## src/design/tprd_pkg.sv

```systemverilog
`timescale 1ns / 1ps
`default_nettype none
// ----------------------------------------------------------------------------
// tprd_pkg
// Shared constants and types for the timer prescale / reload / duty block.
// ----------------------------------------------------------------------------
package tprd_pkg;

	// width of the timer counter that the reload value must fit
	localparam int COUNTER_BITS = 16;

	localparam int PPM_W   = 20;
	localparam int CLOCK_W = 32;
	localparam int FIELD_W = 16;

	// serial divider operand widths: dividend covers clock and ppm*reload,
	// divisor covers frequency, 2^COUNTER_BITS+1 and one million
	localparam int DIV_NW = (PPM_W + COUNTER_BITS > CLOCK_W) ? PPM_W + COUNTER_BITS : CLOCK_W;
	localparam int DIV_DW = (COUNTER_BITS + 1 > CLOCK_W) ? COUNTER_BITS + 1 : CLOCK_W;

	// serial multiplier product width
	localparam int MUL_W = PPM_W + COUNTER_BITS;

	// smallest p with floor(clk/(p*f)) <= limit+1 is floor(floor(clk/f)/(limit+2))+1
	localparam logic [DIV_DW-1:0] SPAN_FACTOR =
		DIV_DW'((64'd1 << COUNTER_BITS) + 64'd1);
	localparam logic [DIV_DW-1:0] PPM_FULL     = DIV_DW'(1000000);
	localparam logic [FIELD_W-1:0] MAX_DIVIDER = 16'hFFFF;

	localparam logic [CLOCK_W-1:0] CLOCK_RESET = 32'd240000000;

	// handshake status of a serial arithmetic unit
	typedef struct packed {
		logic busy;
		logic done;
	} unit_stat_t;

endpackage
`default_nettype wire

```

## src/design/tprd_serial_div.sv

```systemverilog
`timescale 1ns / 1ps
`default_nettype none
// ----------------------------------------------------------------------------
// tprd_serial_div
// Restoring divider, one quotient bit per cycle, MSB first.
// ----------------------------------------------------------------------------
module tprd_serial_div (
	input  wire logic                        clk,
	input  wire logic                        arst_n,
	input  wire logic                        start,
	input  wire logic [tprd_pkg::DIV_NW-1:0] dividend,
	input  wire logic [tprd_pkg::DIV_DW-1:0] divisor,
	output tprd_pkg::unit_stat_t             stat,
	output logic      [tprd_pkg::DIV_NW-1:0] quotient
);
	import tprd_pkg::*;

	localparam int CNT_W = $clog2(DIV_NW + 1);

	logic [DIV_DW-1:0] rem_q;
	logic [DIV_NW-1:0] quo_q;
	logic [DIV_DW-1:0] dsr_q;
	logic [CNT_W-1:0]  cnt_q;
	logic              busy_q;
	logic              done_q;

	logic [DIV_DW:0]   trial;
	logic [DIV_DW:0]   diff;
	logic              fits;

	// shift in the next dividend bit and try to subtract
	assign trial = {rem_q, quo_q[DIV_NW-1]};
	assign diff  = trial - {1'b0, dsr_q};
	assign fits  = trial >= {1'b0, dsr_q};

	always_ff @(posedge clk or negedge arst_n) begin
		if (!arst_n) begin
			busy_q <= 1'b0;
			done_q <= 1'b0;
			cnt_q  <= '0;
		end else begin
			done_q <= 1'b0;
			if (start && !busy_q) begin
				busy_q <= 1'b1;
				cnt_q  <= CNT_W'(DIV_NW);
			end else if (busy_q) begin
				cnt_q <= cnt_q - CNT_W'(1);
				if (cnt_q == CNT_W'(1)) begin
					busy_q <= 1'b0;
					done_q <= 1'b1;
				end
			end
		end
	end

	always_ff @(posedge clk) begin
		if (start && !busy_q) begin
			rem_q <= '0;
			quo_q <= dividend;
			dsr_q <= divisor;
		end else if (busy_q) begin
			rem_q <= fits ? diff[DIV_DW-1:0] : trial[DIV_DW-1:0];
			quo_q <= {quo_q[DIV_NW-2:0], fits};
		end
	end

	assign stat.busy = busy_q;
	assign stat.done = done_q;
	assign quotient  = quo_q;

endmodule
`default_nettype wire

```

## src/design/tprd_serial_mul.sv

```systemverilog
`timescale 1ns / 1ps
`default_nettype none
// ----------------------------------------------------------------------------
// tprd_serial_mul
// Shift-add multiplier of duty ppm by reload, one multiplier bit per cycle.
// ----------------------------------------------------------------------------
module tprd_serial_mul (
	input  wire logic                              clk,
	input  wire logic                              arst_n,
	input  wire logic                              start,
	input  wire logic [tprd_pkg::PPM_W-1:0]        mplier,
	input  wire logic [tprd_pkg::COUNTER_BITS-1:0] mcand,
	output tprd_pkg::unit_stat_t                   stat,
	output logic      [tprd_pkg::MUL_W-1:0]        product
);
	import tprd_pkg::*;

	localparam int CNT_W = $clog2(PPM_W + 1);

	logic [MUL_W-1:0] acc_q;
	logic [MUL_W-1:0] mcand_q;
	logic [PPM_W-1:0] mplier_q;
	logic [CNT_W-1:0] cnt_q;
	logic             busy_q;
	logic             done_q;

	always_ff @(posedge clk or negedge arst_n) begin
		if (!arst_n) begin
			busy_q <= 1'b0;
			done_q <= 1'b0;
			cnt_q  <= '0;
		end else begin
			done_q <= 1'b0;
			if (start && !busy_q) begin
				busy_q <= 1'b1;
				cnt_q  <= CNT_W'(PPM_W);
			end else if (busy_q) begin
				cnt_q <= cnt_q - CNT_W'(1);
				if (cnt_q == CNT_W'(1)) begin
					busy_q <= 1'b0;
					done_q <= 1'b1;
				end
			end
		end
	end

	always_ff @(posedge clk) begin
		if (start && !busy_q) begin
			acc_q    <= '0;
			mcand_q  <= MUL_W'(mcand);
			mplier_q <= mplier;
		end else if (busy_q) begin
			// add the shifted multiplicand where the multiplier bit is set
			if (mplier_q[0]) begin
				acc_q <= acc_q + mcand_q;
			end
			mcand_q  <= {mcand_q[MUL_W-2:0], 1'b0};
			mplier_q <= {1'b0, mplier_q[PPM_W-1:1]};
		end
	end

	assign stat.busy = busy_q;
	assign stat.done = done_q;
	assign product   = acc_q;

endmodule
`default_nettype wire

```

## src/design/timer_prescale_reload_and_duty_calc.sv

```systemverilog
`timescale 1ns / 1ps
`default_nettype none
// ----------------------------------------------------------------------------
// timer_prescale_reload_and_duty_calc
// Works out timer prescaler and reload from a target frequency, and a
// compare value from a duty cycle in parts per million.
// ----------------------------------------------------------------------------
// Request words (req_valid / req_stall) carry op, frequency_hz and duty_ppm;
// each yields one response word (rsp_valid / rsp_stall) with prescale_value,
// reload_value, compare_value and status. cfg_wr_en / cfg_wr_data write the
// timer input clock; write only while no request is in flight.
// One request at a time: setup runs three serial divisions
// (clock/frequency, by 2^COUNTER_BITS+1, by the divider); duty runs a
// shift-add multiply and one division. A zero frequency answers without
// a division, a clock below the frequency after the first division and a
// divider overflow after the second.
// Reset clears the stored prescale and reload, returns the clock register
// to 240 MHz and drops any pending response. A stalled response holds; a
// finished computation waits for the output register, so a new request is
// taken while one response still waits, but not a second.
// ----------------------------------------------------------------------------
module timer_prescale_reload_and_duty_calc (
	input  wire logic        clk,
	input  wire logic        arst_n,
	input  wire logic        cfg_wr_en,
	input  wire logic [31:0] cfg_wr_data,
	input  wire logic        req_valid,
	output logic             req_stall,
	input  wire logic        op,
	input  wire logic [31:0] frequency_hz,
	input  wire logic [19:0] duty_ppm,
	output logic             rsp_valid,
	input  wire logic        rsp_stall,
	output logic      [15:0] prescale_value,
	output logic      [15:0] reload_value,
	output logic      [15:0] compare_value,
	output logic             status
);
	import tprd_pkg::*;

	localparam logic OP_SETUP = 1'b0;
	localparam logic OP_DUTY  = 1'b1;

	localparam logic [2:0] ST_IDLE  = 3'd0;
	localparam logic [2:0] ST_DIV_T = 3'd1;
	localparam logic [2:0] ST_DIV_P = 3'd2;
	localparam logic [2:0] ST_DIV_Q = 3'd3;
	localparam logic [2:0] ST_MUL   = 3'd4;
	localparam logic [2:0] ST_DIV_C = 3'd5;
	localparam logic [2:0] ST_DONE  = 3'd6;

	logic [2:0]              state_q;
	logic [CLOCK_W-1:0]      clock_q;
	logic [FIELD_W-1:0]      stored_prescale_q;
	logic [COUNTER_BITS-1:0] stored_reload_q;
	logic [CLOCK_W-1:0]      t_q;
	logic [FIELD_W-1:0]      psc_new_q;
	logic [FIELD_W-1:0]      cmp_q;
	logic                    fail_q;
	logic                    rsp_valid_q;

	logic                    div_start;
	logic [DIV_NW-1:0]       div_dividend;
	logic [DIV_DW-1:0]       div_divisor;
	unit_stat_t              div_stat;
	logic [DIV_NW-1:0]       div_quo;

	logic                    mul_start;
	unit_stat_t              mul_stat;
	logic [MUL_W-1:0]        mul_prod;

	tprd_serial_div u_div (
		.clk      (clk),
		.arst_n   (arst_n),
		.start    (div_start),
		.dividend (div_dividend),
		.divisor  (div_divisor),
		.stat     (div_stat),
		.quotient (div_quo)
	);

	tprd_serial_mul u_mul (
		.clk     (clk),
		.arst_n  (arst_n),
		.start   (mul_start),
		.mplier  (duty_ppm),
		.mcand   (stored_reload_q),
		.stat    (mul_stat),
		.product (mul_prod)
	);

	assign req_stall = (state_q != ST_IDLE);

	// start and operand select for the shared divider and the multiplier
	always_comb begin
		div_start    = 1'b0;
		div_dividend = '0;
		div_divisor  = '0;
		mul_start    = 1'b0;
		unique case (state_q)
			ST_IDLE: begin
				if (req_valid) begin
					if (op == OP_DUTY) begin
						mul_start = 1'b1;
					end else if (frequency_hz != 32'd0) begin
						div_start    = 1'b1;
						div_dividend = DIV_NW'(clock_q);
						div_divisor  = DIV_DW'(frequency_hz);
					end
				end
			end
			ST_DIV_T: begin
				if (div_stat.done && div_quo != '0) begin
					div_start    = 1'b1;
					div_dividend = div_quo;
					div_divisor  = SPAN_FACTOR;
				end
			end
			ST_DIV_P: begin
				if (div_stat.done && div_quo < DIV_NW'(MAX_DIVIDER)) begin
					div_start    = 1'b1;
					div_dividend = DIV_NW'(t_q);
					div_divisor  = DIV_DW'({1'b0, div_quo[FIELD_W-1:0]} + 17'd1);
				end
			end
			ST_MUL: begin
				if (mul_stat.done) begin
					div_start    = 1'b1;
					div_dividend = DIV_NW'(mul_prod);
					div_divisor  = PPM_FULL;
				end
			end
			default: begin
			end
		endcase
	end

	always_ff @(posedge clk or negedge arst_n) begin
		if (!arst_n) begin
			state_q           <= ST_IDLE;
			clock_q           <= CLOCK_RESET;
			stored_prescale_q <= '0;
			stored_reload_q   <= '0;
			rsp_valid_q       <= 1'b0;
		end else begin
			if (cfg_wr_en) begin
				clock_q <= cfg_wr_data;
			end
			// drop the taken word unless the next one loads at this edge
			if (rsp_valid_q && !rsp_stall && state_q != ST_DONE) begin
				rsp_valid_q <= 1'b0;
			end
			unique case (state_q)
				ST_IDLE: begin
					if (req_valid) begin
						if (op == OP_DUTY) begin
							state_q <= ST_MUL;
						end else if (frequency_hz == 32'd0) begin
							state_q <= ST_DONE;
						end else begin
							state_q <= ST_DIV_T;
						end
					end
				end
				ST_DIV_T: begin
					if (div_stat.done) begin
						// zero quotient means the clock is below the frequency
						state_q <= (div_quo == '0) ? ST_DONE : ST_DIV_P;
					end
				end
				ST_DIV_P: begin
					if (div_stat.done) begin
						state_q <= (div_quo >= DIV_NW'(MAX_DIVIDER)) ? ST_DONE : ST_DIV_Q;
					end
				end
				ST_DIV_Q: begin
					if (div_stat.done) begin
						if (div_quo != '0) begin
							stored_prescale_q <= psc_new_q;
							stored_reload_q   <= COUNTER_BITS'(div_quo - DIV_NW'(1));
						end
						state_q <= ST_DONE;
					end
				end
				ST_MUL: begin
					if (mul_stat.done) begin
						state_q <= ST_DIV_C;
					end
				end
				ST_DIV_C: begin
					if (div_stat.done) begin
						state_q <= ST_DONE;
					end
				end
				ST_DONE: begin
					if (!rsp_valid_q || !rsp_stall) begin
						rsp_valid_q <= 1'b1;
						state_q     <= ST_IDLE;
					end
				end
				default: begin
					state_q <= ST_IDLE;
				end
			endcase
		end
	end

	always_ff @(posedge clk) begin
		unique case (state_q)
			ST_IDLE: begin
				if (req_valid) begin
					cmp_q  <= '0;
					fail_q <= (op == OP_SETUP) && (frequency_hz == 32'd0);
				end
			end
			ST_DIV_T: begin
				if (div_stat.done) begin
					t_q <= div_quo[CLOCK_W-1:0];
					if (div_quo == '0) begin
						fail_q <= 1'b1;
					end
				end
			end
			ST_DIV_P: begin
				if (div_stat.done) begin
					psc_new_q <= div_quo[FIELD_W-1:0];
					if (div_quo >= DIV_NW'(MAX_DIVIDER)) begin
						fail_q <= 1'b1;
					end
				end
			end
			ST_DIV_Q: begin
				if (div_stat.done && div_quo == '0) begin
					fail_q <= 1'b1;
				end
			end
			ST_DIV_C: begin
				if (div_stat.done) begin
					// saturate to the reload for duty above full scale
					if (div_quo > DIV_NW'(stored_reload_q)) begin
						cmp_q <= FIELD_W'(stored_reload_q);
					end else begin
						cmp_q <= div_quo[FIELD_W-1:0];
					end
				end
			end
			ST_DONE: begin
				if (!rsp_valid_q || !rsp_stall) begin
					prescale_value <= stored_prescale_q;
					reload_value   <= FIELD_W'(stored_reload_q);
					compare_value  <= cmp_q;
					status         <= fail_q;
				end
			end
			default: begin
			end
		endcase
	end

	assign rsp_valid = rsp_valid_q;

	a_busy_after_accept: assert property (@(posedge clk) disable iff (!arst_n)
		req_valid && !req_stall |=> req_stall)
		else $error("request accepted but block not busy");

	a_no_start_while_busy: assert property (@(posedge clk) disable iff (!arst_n)
		div_start |-> !div_stat.busy)
		else $error("divider restarted while busy");

	a_fail_no_compare: assert property (@(posedge clk) disable iff (!arst_n)
		rsp_valid && status |-> compare_value == 16'd0)
		else $error("failed setup carries a compare value");

	a_compare_saturated: assert property (@(posedge clk) disable iff (!arst_n)
		rsp_valid |-> compare_value <= reload_value)
		else $error("compare above reload");

endmodule
`default_nettype wire
```

## config.mk

```make
export PLATFORM = sky130hd
export DESIGN_NAME = timer_prescale_reload_and_duty_calc
export DESIGN_NICKNAME = d
export VERILOG_FILES = /design/src/design/tprd_pkg.sv /design/src/design/tprd_serial_div.sv /design/src/design/tprd_serial_mul.sv /design/src/design/timer_prescale_reload_and_duty_calc.sv
export SDC_FILE = /design/constraint.sdc
export NUM_CORES = 1
export LEC_CHECK = 0
export ABC_AREA = 1
export BUFFER_PORTS_ARGS = -buffer_cell sky130_fd_sc_hd__buf_4
export CORE_MARGIN = 2
export CORE_UTILIZATION = 45
export CTS_CLUSTER_SIZE = 30
export DETAILED_ROUTE_END_ITERATION = 7
export HOLD_SLACK_MARGIN = 0.05
export PLACE_DENSITY = 0.71
export SYNTH_ARGS = -nofsm -noshare
export SYNTH_HDL_FRONTEND = slang
export SYNTH_SLANG_ARGS = --single-unit
```

## constraint.sdc

```tcl
create_clock -name clk -period 3.5 [get_ports clk]
set_input_delay 0.875 -clock clk [delete_from_list [all_inputs] [get_ports clk]]
set_output_delay 0.875 -clock clk [all_outputs]
set_load 0.005 [all_outputs]
```

# Word level (Yosys, flattened, before mapping)
# Index checks and enable logic that the tools add are counted.
[classes] add_sub_neg=6 order_cmp=4 n_eq_ne=20 mux=72 n_bitwise=1 reduce_logical=33
[ops] op="2-to-1 mux 32 bit" count=8
[ops] op="2-to-1 mux 36 bit" count=4
[ops] op="one-hot mux 36 bit (4 select lines)" count=1
[ops] op="one-hot mux 32 bit (4 select lines)" count=1
[ops] op="2-to-1 mux 16 bit" count=5
[ops] op="2-to-1 mux 20 bit" count=3
[ops] op="adder 36 bit" count=1
[ops] op="greater-or-equal comparator 36 x 16 -> 1 bit (second input constant)" count=1
[ops] op="greater-than comparator 36 x 16 -> 1 bit" count=1
[ops] op="zero test 36 bit" count=1
[ops] op="< comparator 36 x 16 -> 1 bit (second input constant)" count=1
[ops] op="nonzero test 36 bit" count=1
[ops] op="2-to-1 mux 17 bit" count=2
[ops] op="greater-or-equal comparator 33 x 32 -> 1 bit" count=1
[ops] op="zero test 32 bit" count=1
[ops] op="one-hot mux 16 bit (2 select lines)" count=1
[ops] op="nonzero test 32 bit" count=1
[ops] op="subtractor 32 bit" count=1
[ops] op="2-to-1 mux 1 bit" count=30
[ops] op="2-to-1 mux 3 bit" count=10
[ops] op="one-hot mux 3 bit (6 select lines)" count=1
[ops] op="adder 16 x 1 -> 17 bit (second input constant)" count=1
[ops] op="subtractor 16 x 1 -> 16 bit (second input constant)" count=1
[ops] op="2-to-1 mux 6 bit" count=2
[ops] op="25 further kinds" count=56
[totals] register_bits=389 output_inout_bits=51 elab_cells=162

# Depth between registers and ports, before layout
# Gate-level depths: netlist of the first run.
[logic_depth] depth_word=8 ltp_mapped=17 mapped_depth_nobuf=16

# Cells and area by module
# From an unflattened synthesis of the first run, not the netlist that was laid out.
[hier_totals] cells_unflattened=2904 hier_area_um2=22517.8
[by_module_without_submodules] mod="timer_prescale_reload_and_duty_calc" instances=1 cells_per_inst=970 area_each_um2=9132.5
[by_module_without_submodules] mod="tprd_serial_div" instances=1 cells_per_inst=1014 area_each_um2=7073.0
[by_module_without_submodules] mod="tprd_serial_mul" instances=1 cells_per_inst=920 area_each_um2=6312.3

# Least setup slack after synthesis of the first run
# OpenSTA, ideal clock, no wires.
[synth_path] kind="flip-flop to flip-flop" start="reg state_q[0]" end="reg u_div.quo_q[0], in the netlist u_div.quotient[0], enable pin" setup_ps=394 arrival_ps=3338 path_slack_ps=-232 stages_incl_launch_ff=9 n_path_buf=0 cell_sequence="dfrtp_1 inv_1 nor2_1 nand2_1 nor2_1 a21oi_4 nand3_4 nand2_1 nand2_1"
[synth_via] elab_chain_len=5 word_cells_on_any_way=9 classes_between="eq/ne (4); mux (1); reduce/logical (4)"
[synth_lines] item="start, declared" line="timer_prescale_reload_and_duty_calc.sv:52" rtl="logic [2:0] state_q;"
[synth_lines] item="start signal, assigned" line="timer_prescale_reload_and_duty_calc.sv:168" rtl="state_q <= (div_quo == '0) ? ST_DONE : ST_DIV_P;"
[synth_lines] item="start signal, assigned" line="timer_prescale_reload_and_duty_calc.sv:173" rtl="state_q <= (div_quo >= DIV_NW'(MAX_DIVIDER)) ? ST_DONE : ST_DIV_Q;"
[synth_lines] item="equality test 3 bit, or another cell as far along" line="timer_prescale_reload_and_duty_calc.sv:100" rtl="unique case (state_q)"
[synth_lines] item="one-hot mux 1 bit (4 select lines)" line="timer_prescale_reload_and_duty_calc.sv:100"
[synth_lines] item="logical AND 1 bit" line="tprd_serial_div.sv:57" rtl="if (start && !busy_q) begin"
[synth_lines] item="inequality test 3 bit (no source line) / nonzero test 2 bit (equally long branches)"
[synth_lines] item="AND reduction 2 bit (no source line) *"
[synth_lines] item="end signal, assigned" line="tprd_serial_div.sv:59" rtl="quo_q <= dividend;"
[synth_lines] item="end signal, assigned" line="tprd_serial_div.sv:63" rtl="quo_q <= {quo_q[DIV_NW-2:0], fits};"
[synth_lines] item="end, declared" line="tprd_serial_div.sv:21" rtl="logic [DIV_NW-1:0] quo_q;"
# Mark *: on every way between the ends. The rest lies on a longest branch, timed or not.
# A chain may end at the register's enable or synchronous reset.

# Worst setup path after layout of the first run
[layout_path] start="reg u_div.quo_q[1], in the netlist u_div.quotient[1]" end="reg u_div.dsr_q[27], enable pin"
[layout_via] elab_chain_len=5 word_cells_on_any_way=8 classes_between="order compare (1); mux (3); reduce/logical (4)"
[layout_lines] item="< comparator 36 x 16 -> 1 bit / nonzero test 36 bit (equally long branches)" line="timer_prescale_reload_and_duty_calc.sv:120, timer_prescale_reload_and_duty_calc.sv:113"
[layout_lines] item="logical AND 1 bit (on tied branches)" line="timer_prescale_reload_and_duty_calc.sv:120, timer_prescale_reload_and_duty_calc.sv:113"
[layout_lines] item="2-to-1 mux 1 bit (on tied branches)" line="timer_prescale_reload_and_duty_calc.sv:120, timer_prescale_reload_and_duty_calc.sv:113"
[layout_lines] item="one-hot mux 1 bit (4 select lines) *" line="timer_prescale_reload_and_duty_calc.sv:100"
[layout_lines] item="logical AND 1 bit *" line="tprd_serial_div.sv:57"
[layout_lines] item="end signal, assigned" line="tprd_serial_div.sv:60" rtl="dsr_q <= divisor;"
[layout_lines] item="end, declared" line="tprd_serial_div.sv:22" rtl="logic [DIV_DW-1:0] dsr_q;"
# Marks and branches as above.

==> results_tabular.tex, run 1 <==
\begin{tabular}{lr}
\hline
Metric & Value \\
\hline
\multicolumn{2}{l}{\textbf{Worst setup path}} \\
Worst endpoint data arrival time & 3370 ps \\
Kind of critical path & flip-flop to flip-flop \\
CP Data Required Time & 3780 ps \\
Capturing element type of the critical path & flip-flop \\
Maximum net fanout on the critical path & 28 \\
Worst-case register-to-register setup slack & 410 ps \\
Element type at the critical path start & flip-flop \\
\multicolumn{2}{l}{\textbf{Timing}} \\
Slew of the pin with the lowest slew margin & 1218 ps \\
Final setup violation count & 0 \\
Final period utilization & 0.8833 \\
Number of hold violations in the final report & 0 \\
Time the final worst path needs with I/O delays and setup & 3091 ps \\
Maximum operating frequency & 0.3235 GHz \\
Post-route worst setup slack & 408.6 ps \\
Max transition margin & 0.1874 \\
Final worst clock skew & 18.60 ps \\
Total Neg Setup Slack & 0 ps \\
Worst-case hold slack & 381.6 ps \\
Max-slew violation count & 0 \\
Setup repair after global routing missed its margin & no \\
\multicolumn{2}{l}{\textbf{Logic synthesis}} \\
Mean instance size in the synthesized netlist & 8.053 um\^{}2 \\
Number of enable-type register cells in the synthesized netlist & 218 \\
Total standard cell area after synthesis & 21610 um\^{}2 \\
Sequential share of the synthesized area & 0.4812 \\
Number of library cell types mapped by synthesis & 51 \\
Post-synth net total & 2865 \\
Flip-flop and latch count after synthesis & 389 \\
Number of standard cells after synthesis & 2683 \\
Number of synthesis warnings & 0 \\
Most used flip-flop cell after synthesis & sky130\_fd\_sc\_hd\_\_edfxtp\_1 \\
Async set-reset flop share out of synthesis & 0.2134 \\
\multicolumn{2}{l}{\textbf{Flow run}} \\
Maxcap violations & 0 \\
\multicolumn{2}{l}{\textbf{Global route}} \\
Maximum number of pins on one net before global-route repair & 61 \\
Number of antenna violations at the first check in global routing & 0 \\
Wire length of the first global-routing pass & 94210 um \\
Global routing usage summed across all routing layers & 0.2393 \\
Via count of the first global-routing pass & between 15000 and 20000 \\
GRT Residual Overflow & 0 \\
\multicolumn{2}{l}{\textbf{Die}} \\
Number of top-level pins & 141 \\
\# rows & 80 \\
Initial core utilization & 0.4544 \\
Floorplan die area & 49780 um\^{}2 \\
Die span in x & 223.1 um \\
Area of the core region & 47550 um\^{}2 \\
Height of the die & 223.1 um \\
\multicolumn{2}{l}{\textbf{Routing}} \\
Initial drt markers & 1686 \\
Post-detailed-routing wire length & roughly 60000 um \\
Number of iterations in the first detailed-routing pass & 7 \\
WL/cell & 17.29 um \\
Vias after detailed routing & 18580 \\
Remaining DRCs & 0 \\
Via density per instance & 5.361 \\
Post-DRT Antenna Nets & 0 \\
\multicolumn{2}{l}{\textbf{Finish}} \\
Share of the core filled with cells in the final layout & 0.5205 \\
\# diodes & 0 \\
Post-route cell area & $\sim$25000 um\^{}2 \\
Ratio of cells with drive above 1 in the final layout & 0.1196 \\
Area growth from synthesis to final layout & 14.53\% \\
Filler Cell Count & between 4000 and 5000 \\
Final nets & about 3000 \\
\multicolumn{2}{l}{\textbf{Power}} \\
Switch share & 0.3604 \\
Leakage Power & 0.01148 uW \\
Part of the power in the clock network & 0.275 \\
Combinational Power Share & 0.323 \\
Sequential Power Share & 0.401 \\
Total power density per cell area & roughly 650 nW/um\^{}2 \\
P\_int & roughly 10000 uW \\
Max rail drop VDD & 430.2 uV \\
Psw & approximately 5800 uW \\
\multicolumn{2}{l}{\textbf{Clocking}} \\
Clock sink count & 389 \\
Clock tree root driver cell & sky130\_fd\_sc\_hd\_\_clkbuf\_16 \\
Number of buffers inserted by post-CTS setup repair & 0 \\
Number of instances resized during post-cts repair & 0 \\
CTS tree & built \\
Clock latency of the later-clocked register in the worst-skew pair & 580 ps \\
TritonCTS buffer count & 41 \\
Clock H-tree levels & 2 \\
Buffer levels on the longest clock path & 3 \\
Clock transition at the registers of the reported paths & 60 ps \\
Number of buffers inserted for hold repair after clock tree synthesis & 0 \\
\multicolumn{2}{l}{\textbf{Placed design}} \\
Last weighted congestion value of the routability-driven placer & 0.9575 \\
Estimated wirelength of the detail-placed design & between 40000 and 50000 um \\
Pre-CTS worst setup slack & 159.1 ps \\
PortBufs & 140 \\
Placed cell areas & 23380 um\^{}2 \\
\multicolumn{2}{l}{\textbf{Outcome}} \\
Run status & finished, final reports clean \\
\multicolumn{2}{l}{\textbf{Worst hold path}} \\
Worst min path class & input port to async pin \\
\hline
\end{tabular}
## metrics by stage
step	total power [uW]	instances
2_1_floorplan	10020	2683
3_3_place_gp	11660	3389
3_5_place_dp	11760	3389
4_1_cts	16240	3465
5_1_grt	17190	3465
6_report	16200	3465
## state kept, by name, summed over array words and instances (netlist names), 3 cells and up
signal             cells
u_mul.product         36
psc_new_q             16
u_mul.mplier_q        20
u_mul.mcand_q         36
u_div.rem_q           32
stored_reload_q       16
state_q                3
u_div.cnt_q            6
stored_prescale_q     16
compare_value         16
reload_value          16
prescale_value        16
clock_q               32
u_mul.cnt_q            5
cmp_q                 16
u_div.dsr_q           32
t_q                   32
u_div.quotient        36
## worst max-delay path, cell delays in order, from the launching register on
cell and delay [ps]:
sky130_fd_sc_hd__edfxtp_1 600, sky130_fd_sc_hd__ha_1 340, sky130_fd_sc_hd__nand3_1 180, sky130_fd_sc_hd__nor2_2 210, sky130_fd_sc_hd__nand4_1 200, sky130_fd_sc_hd__nand3b_4 230, sky130_fd_sc_hd__nand3_4 210, sky130_fd_sc_hd__nand3_4 130
sky130_fd_sc_hd__nand2_4 80, sky130_fd_sc_hd__clkinv_2 230, sky130_fd_sc_hd__buf_4 360
## logic make-up (layout without fill, tap and decap cells)
logic type,count (synthesis),in the layout,synth area share
compound gates,308,308,0.08171
xor+xnor,46,46,0.01865
fa+ha+maj,92,92,0.05397
buf+inv,408,575,0.07412
flops,389,389,0.4812
mux,32,32,0.01668
simple gates,1408,1408,0.2737
## metal layers
metal / up-vias / track usage / wire length (um)
met2: 704 / 0.3843 / 27400
met3: 109 / 0.03832 / 4367
met1: 8744 / 0.3303 / 26430
met5: - / 0 / 0
li1: 9019 / - / -
met4: 0 / 0.08140 / 1729
## power by group through the flow
stage | clock (uW) | combinational [uW] | sequential [uW]
3_5_place_dp | 0 | 5180 | 6580
2_1_floorplan | 0 | 3660 | 6360
5_1_grt | 4690 | 5910 | 6590
6_report | 4460 | 5240 | 6500
4_1_cts | 4530 | 5210 | 6500
3_3_place_gp | 0 | 5090 | 6570
## placed cells by master, fill, tap and decap left out, types with 6 or more instances in the layout
cell                          n
sky130_fd_sc_hd__o21ai_0    105
sky130_fd_sc_hd__o21bai_1     9
sky130_fd_sc_hd__ha_1        90
sky130_fd_sc_hd__clkbuf_1     6
sky130_fd_sc_hd__clkbuf_16   42
sky130_fd_sc_hd__a21oi_2     29
sky130_fd_sc_hd__dfstp_2     10
sky130_fd_sc_hd__xnor2_1     26
sky130_fd_sc_hd__dfxtp_1     88
sky130_fd_sc_hd__dfrtp_1     73
sky130_fd_sc_hd__mux2_2      32
sky130_fd_sc_hd__buf_4      177
sky130_fd_sc_hd__a21o_1       6
sky130_fd_sc_hd__inv_1      312
sky130_fd_sc_hd__o22ai_1     23
sky130_fd_sc_hd__nand4_1     16
sky130_fd_sc_hd__nand3_1    180
sky130_fd_sc_hd__a21oi_1    112
sky130_fd_sc_hd__nor2_1     211
sky130_fd_sc_hd__nand2_1    896
sky130_fd_sc_hd__edfxtp_1   218
sky130_fd_sc_hd__xor2_1      20
sky130_fd_sc_hd__clkinv_2     9
sky130_fd_sc_hd__nor3_1      27
sky130_fd_sc_hd__nand3b_1    46
sky130_fd_sc_hd__clkinv_1     9
## cell type report
cell class / instances / area [um^2] / area share
tap: 615 / 769.5 / 0.03109
sequential: 389 / 10400 / 0.4201
clock buffer: 51 / 1115 / 0.04505
clock inverter: 25 / 256.5 / 0.01036
multi-input combinational: 1886 / 9638 / 0.3895
inverter: 320 / 1202 / 0.04859
timing repair buffer: 179 / 1369 / 0.05531
## synthesized netlist by cell type (6+ instances only)
master / instances / area [um^2]
sky130_fd_sc_hd__buf_2: 23 / 115.1
sky130_fd_sc_hd__dfrtp_1: 73 / 1827
sky130_fd_sc_hd__nor3_1: 27 / 135.1
sky130_fd_sc_hd__dfstp_2: 10 / 262.8
sky130_fd_sc_hd__ha_1: 90 / 1126
sky130_fd_sc_hd__nand3_1: 180 / 900.9
sky130_fd_sc_hd__clkbuf_1: 48 / 180.2
sky130_fd_sc_hd__dfxtp_1: 88 / 1762
sky130_fd_sc_hd__o22ai_1: 23 / 143.9
sky130_fd_sc_hd__nand3b_1: 46 / 345.3
sky130_fd_sc_hd__inv_1: 313 / 1175
sky130_fd_sc_hd__buf_1: 11 / 41.29
sky130_fd_sc_hd__mux2_2: 32 / 360.4
sky130_fd_sc_hd__o21ai_0: 105 / 525.5
sky130_fd_sc_hd__xor2_1: 20 / 175.2
sky130_fd_sc_hd__a21oi_2: 28 / 245.2
sky130_fd_sc_hd__xnor2_1: 26 / 227.7
sky130_fd_sc_hd__a21oi_1: 114 / 570.6
sky130_fd_sc_hd__nand4_1: 16 / 100.1
sky130_fd_sc_hd__edfxtp_1: 218 / 6546
sky130_fd_sc_hd__a21o_1: 6 / 45.04
sky130_fd_sc_hd__nor2_1: 214 / 803.3
sky130_fd_sc_hd__o21bai_1: 9 / 67.56
sky130_fd_sc_hd__nand2_1: 897 / 3367
## path summary, 6_finish.rpt
| kind | startpoint | endpoint | depth (start not counted) |
|---|---|---|---|
| max | u_div.quotient[1] | u_div.dsr_q[27] | 10 |
| min | arst_n | clock_q[7] | 1 |
| max reg2reg | u_div.quotient[1] | u_div.dsr_q[27] | 10 |
| min reg2reg | cmp_q[13] | compare_value[13] | 0 |
| max in group asynchronous | arst_n | clock_q[17] | 2 |
| min in group clk | cmp_q[13] | compare_value[13] | 0 |
No activity file was read; power rests on OpenSTA's default activity.
==> inputs of run 2 (changes only) <==
--- a/config.mk
+++ b/config.mk
@@ -8,11 +8,11 @@
 export ABC_AREA = 1
 export BUFFER_PORTS_ARGS = -buffer_cell sky130_fd_sc_hd__buf_4
 export CORE_MARGIN = 2
-export CORE_UTILIZATION = 45
+export CORE_UTILIZATION = 56
 export CTS_CLUSTER_SIZE = 30
 export DETAILED_ROUTE_END_ITERATION = 7
 export HOLD_SLACK_MARGIN = 0.05
-export PLACE_DENSITY = 0.71
+export PLACE_DENSITY = 0.83
 export SYNTH_ARGS = -nofsm -noshare
 export SYNTH_HDL_FRONTEND = slang
 export SYNTH_SLANG_ARGS = --single-unit
==> run 2 against run 1 <==
Compared with the run above:
- worst hold slack got worse by 78 ps
- clock power is 8.1% higher
- sequential share of layout area hardly changed
- largest cell class unchanged
- largest power group unchanged
- non-clock buffer count decreased by 5
- critical endpoint is now u_div.quotient[9]
- register-to-register slack improved by 250 ps
- sequential cell count unchanged
- maximum frequency rose by 8.7%
- combinational power barely moved
- critical path depth grew 2
- global-route usage grew 5.5 points
- wire length decreased by 1.2%
- critical path type unchanged
- worst setup slack improved by 250 ps
==> results_tabular.tex, run 2 (synthesis results as in run 1) <==
\begin{tabular}{lr}
\hline
Metric & Value \\
\hline
\multicolumn{2}{l}{\textbf{Die}} \\
Number of top-level pins & 141 (unchanged) \\
Floorplan die area & 40170 um\^{}2 (-19\%) \\
\# rows & 71 (-11\%) \\
Area of the core region & 37840 um\^{}2 (-20\%) \\
Height of the die & 200.4 um (-10\%) \\
Die span in x & 200.4 um (-10\%) \\
Initial core utilization & 0.5710 (+0.1165) \\
\multicolumn{2}{l}{\textbf{Worst setup path}} \\
Capturing element type of the critical path & flip-flop \\
Worst-case register-to-register setup slack & 660 ps (+250 ps) \\
Worst reg2reg path depth & 12 (+2) \\
Reg-to-reg startpoint & u\_div.quotient[0] \\
Kind of critical path & flip-flop to flip-flop \\
Capturing point of the worst reg2reg path & u\_div.quotient[9] \\
Element type at the critical path start & flip-flop \\
CP Data Required Time & 3820 ps (+40 ps) \\
Worst endpoint data arrival time & 3160 ps (-210 ps) \\
Maximum net fanout on the critical path & 32 (+14\%) \\
\multicolumn{2}{l}{\textbf{Finish}} \\
Ratio of cells with drive above 1 in the final layout & 0.1213 (+0.001616) \\
Commonest non-fill, non-tap cells in the layout & 896 x sky130\_fd\_sc\_hd\_\_nand2\_1, 312 x sky130\_fd\_sc\_hd\_\_inv\_1, 218 x sky130\_fd\_sc\_hd\_\_edfxtp\_1 \\
Filler Cell Count & 3123 (-29\%) \\
Post-route cell area & 24740 um\^{}2 (about the same) \\
Most common cell after layout, fill and taps aside & sky130\_fd\_sc\_hd\_\_nand2\_1 \\
\# diodes & 0 (unchanged) \\
Final nets & 2994 (-0.17\%) \\
Seq. cell area & 10400 um\^{}2 (unchanged) \\
Area growth from synthesis to final layout & 14.48\% (about the same) \\
Multi-input gate area & 9638 um\^{}2 (unchanged) \\
\multicolumn{2}{l}{\textbf{Clocking}} \\
Number of buffers inserted for hold repair after clock tree synthesis & 0 (unchanged) \\
Buffer levels on the longest clock path & 3 (unchanged) \\
Clock H-tree levels & 2 (unchanged) \\
Number of instances resized during post-cts repair & 0 (unchanged) \\
Clock transition at the registers of the reported paths & 70 ps (about the same) \\
Clock tree root driver cell & sky130\_fd\_sc\_hd\_\_clkbuf\_16 \\
Clock sink count & 389 (unchanged) \\
CTS tree & built \\
TritonCTS buffer count & 41 (unchanged) \\
Number of buffers inserted by post-CTS setup repair & 0 (unchanged) \\
Clock latency of the later-clocked register in the worst-skew pair & 580 ps (about the same) \\
\multicolumn{2}{l}{\textbf{Routing}} \\
Via density per instance & 5.575 (+4.0\%) \\
Remaining DRCs & 0 (unchanged) \\
Vias after detailed routing & 18710 (+0.72\%) \\
Initial drt markers & 1795 (+6.5\%) \\
Post-detailed-routing wire length & 59230 um (-1.2\%) \\
Post-DRT Antenna Nets & 0 (unchanged) \\
WL/cell & 17.65 um (+2.1\%) \\
Number of iterations in the first detailed-routing pass & 6 (-1) \\
\multicolumn{2}{l}{\textbf{Global route}} \\
Global routing usage summed across all routing layers & 0.2939 (+0.05460) \\
Maximum number of pins on one net before global-route repair & 77 (+26\%) \\
Wire length of the first global-routing pass & 94470 um (+0.27\%) \\
Via count of the first global-routing pass & 18090 (+1.6\%) \\
Number of antenna violations at the first check in global routing & 0 (unchanged) \\
GRT Residual Overflow & 0 (unchanged) \\
\multicolumn{2}{l}{\textbf{Power}} \\
Total power density per cell area & 671.2 nW/um\^{}2 (+2.5\%) \\
Max rail drop VDD & 625.0 uV (+45\%) \\
Leakage Power & 0.01153 uW (+0.48\%) \\
\multicolumn{2}{l}{\textbf{Timing}} \\
Total Neg Setup Slack & 0 ps (unchanged) \\
Max-slew violation count & 0 (unchanged) \\
Time the final worst path needs with I/O delays and setup & 2844 ps (-247.8 ps) \\
Slew of the pin with the lowest slew margin & 1232 ps (+14.74 ps) \\
Max transition margin & 0.1775 (-0.009834) \\
Final worst clock skew & 28.00 ps (+9.407 ps) \\
Number of hold violations in the final report & 0 (unchanged) \\
Final setup violation count & 0 (unchanged) \\
Maximum operating frequency & 0.3517 GHz (+8.7\%) \\
Setup repair after global routing missed its margin & no \\
Final period utilization & 0.8125 (-0.07080) \\
\multicolumn{2}{l}{\textbf{Placed design}} \\
PortBufs & 140 (unchanged) \\
Last weighted congestion value of the routability-driven placer & 1.022 (+6.7\%) \\
Estimated wirelength of the detail-placed design & 43150 um (-3.7\%) \\
Placed cell areas & 23220 um\^{}2 (-0.66\%) \\
\multicolumn{2}{l}{\textbf{Flow run}} \\
Maxcap violations & 0 (unchanged) \\
\multicolumn{2}{l}{\textbf{Outcome}} \\
Run status & finished, final reports clean \\
\multicolumn{2}{l}{\textbf{Worst hold path}} \\
Worst min path class & input port to async pin \\
\hline
\end{tabular}
==> run 2: critical path, cell delays in order (launching register included) <==
cell and delay [ps]:
sky130_fd_sc_hd__edfxtp_1 520, sky130_fd_sc_hd__ha_1 270, sky130_fd_sc_hd__nand3_1 190, sky130_fd_sc_hd__nor2_2 220, sky130_fd_sc_hd__nand4_1 180, sky130_fd_sc_hd__nand3b_4 230
sky130_fd_sc_hd__nand3_4 230, sky130_fd_sc_hd__nand3_4 130, sky130_fd_sc_hd__nand2_4 100, sky130_fd_sc_hd__clkinv_2 80, sky130_fd_sc_hd__buf_4 250, sky130_fd_sc_hd__nand2_1 110
sky130_fd_sc_hd__nand2_1 60
==> run 2: how the worst max path moves through the flow <==
stage / startpoint / slack, ps / depth (start not counted) / end
floorplan: state_q[2] / 340 / 7 / u_div.quotient[0]
global placement: frequency_hz[29] / 450 / 13 / u_div.quotient[8]
detailed placement: frequency_hz[0] / 290 / 13 / u_div.quotient[14]
CTS: u_div.quotient[0] / 690 / 12 / u_div.quotient[14]
global route: u_div.dsr_q[24] / 500 / 14 / u_div.rem_q[23]
finish: u_div.quotient[0] / 660 / 12 / u_div.quotient[9]
==> run 2: power by group <==
group          switching (uW)  internal [uW]
Sequential                590           5920
Combinational            3410           1860
Clock                    1870           2950
Total                    5870          10700
==> run 2: per-layer routing <==
layer / part of all wire / vias up / GRT usage
met3: 0.083 / 126 / 0.04724
met4: 0.034 / 0 / 0.1087
met2: 0.48 / 839 / 0.4891
met5: 0 / - / 0
li1: - / 9000 / -
met1: 0.41 / 8744 / 0.3895
==> run 2: area by class of cell <==
class / instances / area share
Multi-Input combinational cell: 1886 / 0.3896
Sequential cell: 389 / 0.4204
Clock inverter: 19 / 0.01062
Clock buffer: 57 / 0.05058
Inverter: 320 / 0.04861
Timing Repair Buffer: 174 / 0.05433
Tap cell: 511 / 0.02585
==> run 2: per-stage QoR <==
stage	std cells	total power, uW	setup slack [ps]	hold WS (ps)	utilization
after floorplan	2683	10020	340.2	400.3	-
after global placement	3280	11590	447.2	405.4	0.6136
after detailed placement	3280	11740	289.5	408.9	0.6136
after CTS	3356	16590	689.2	304.7	0.6536
after global routing	3356	17560	502.7	336.3	0.6536
final	3356	16600	656.4	303.1	0.6536
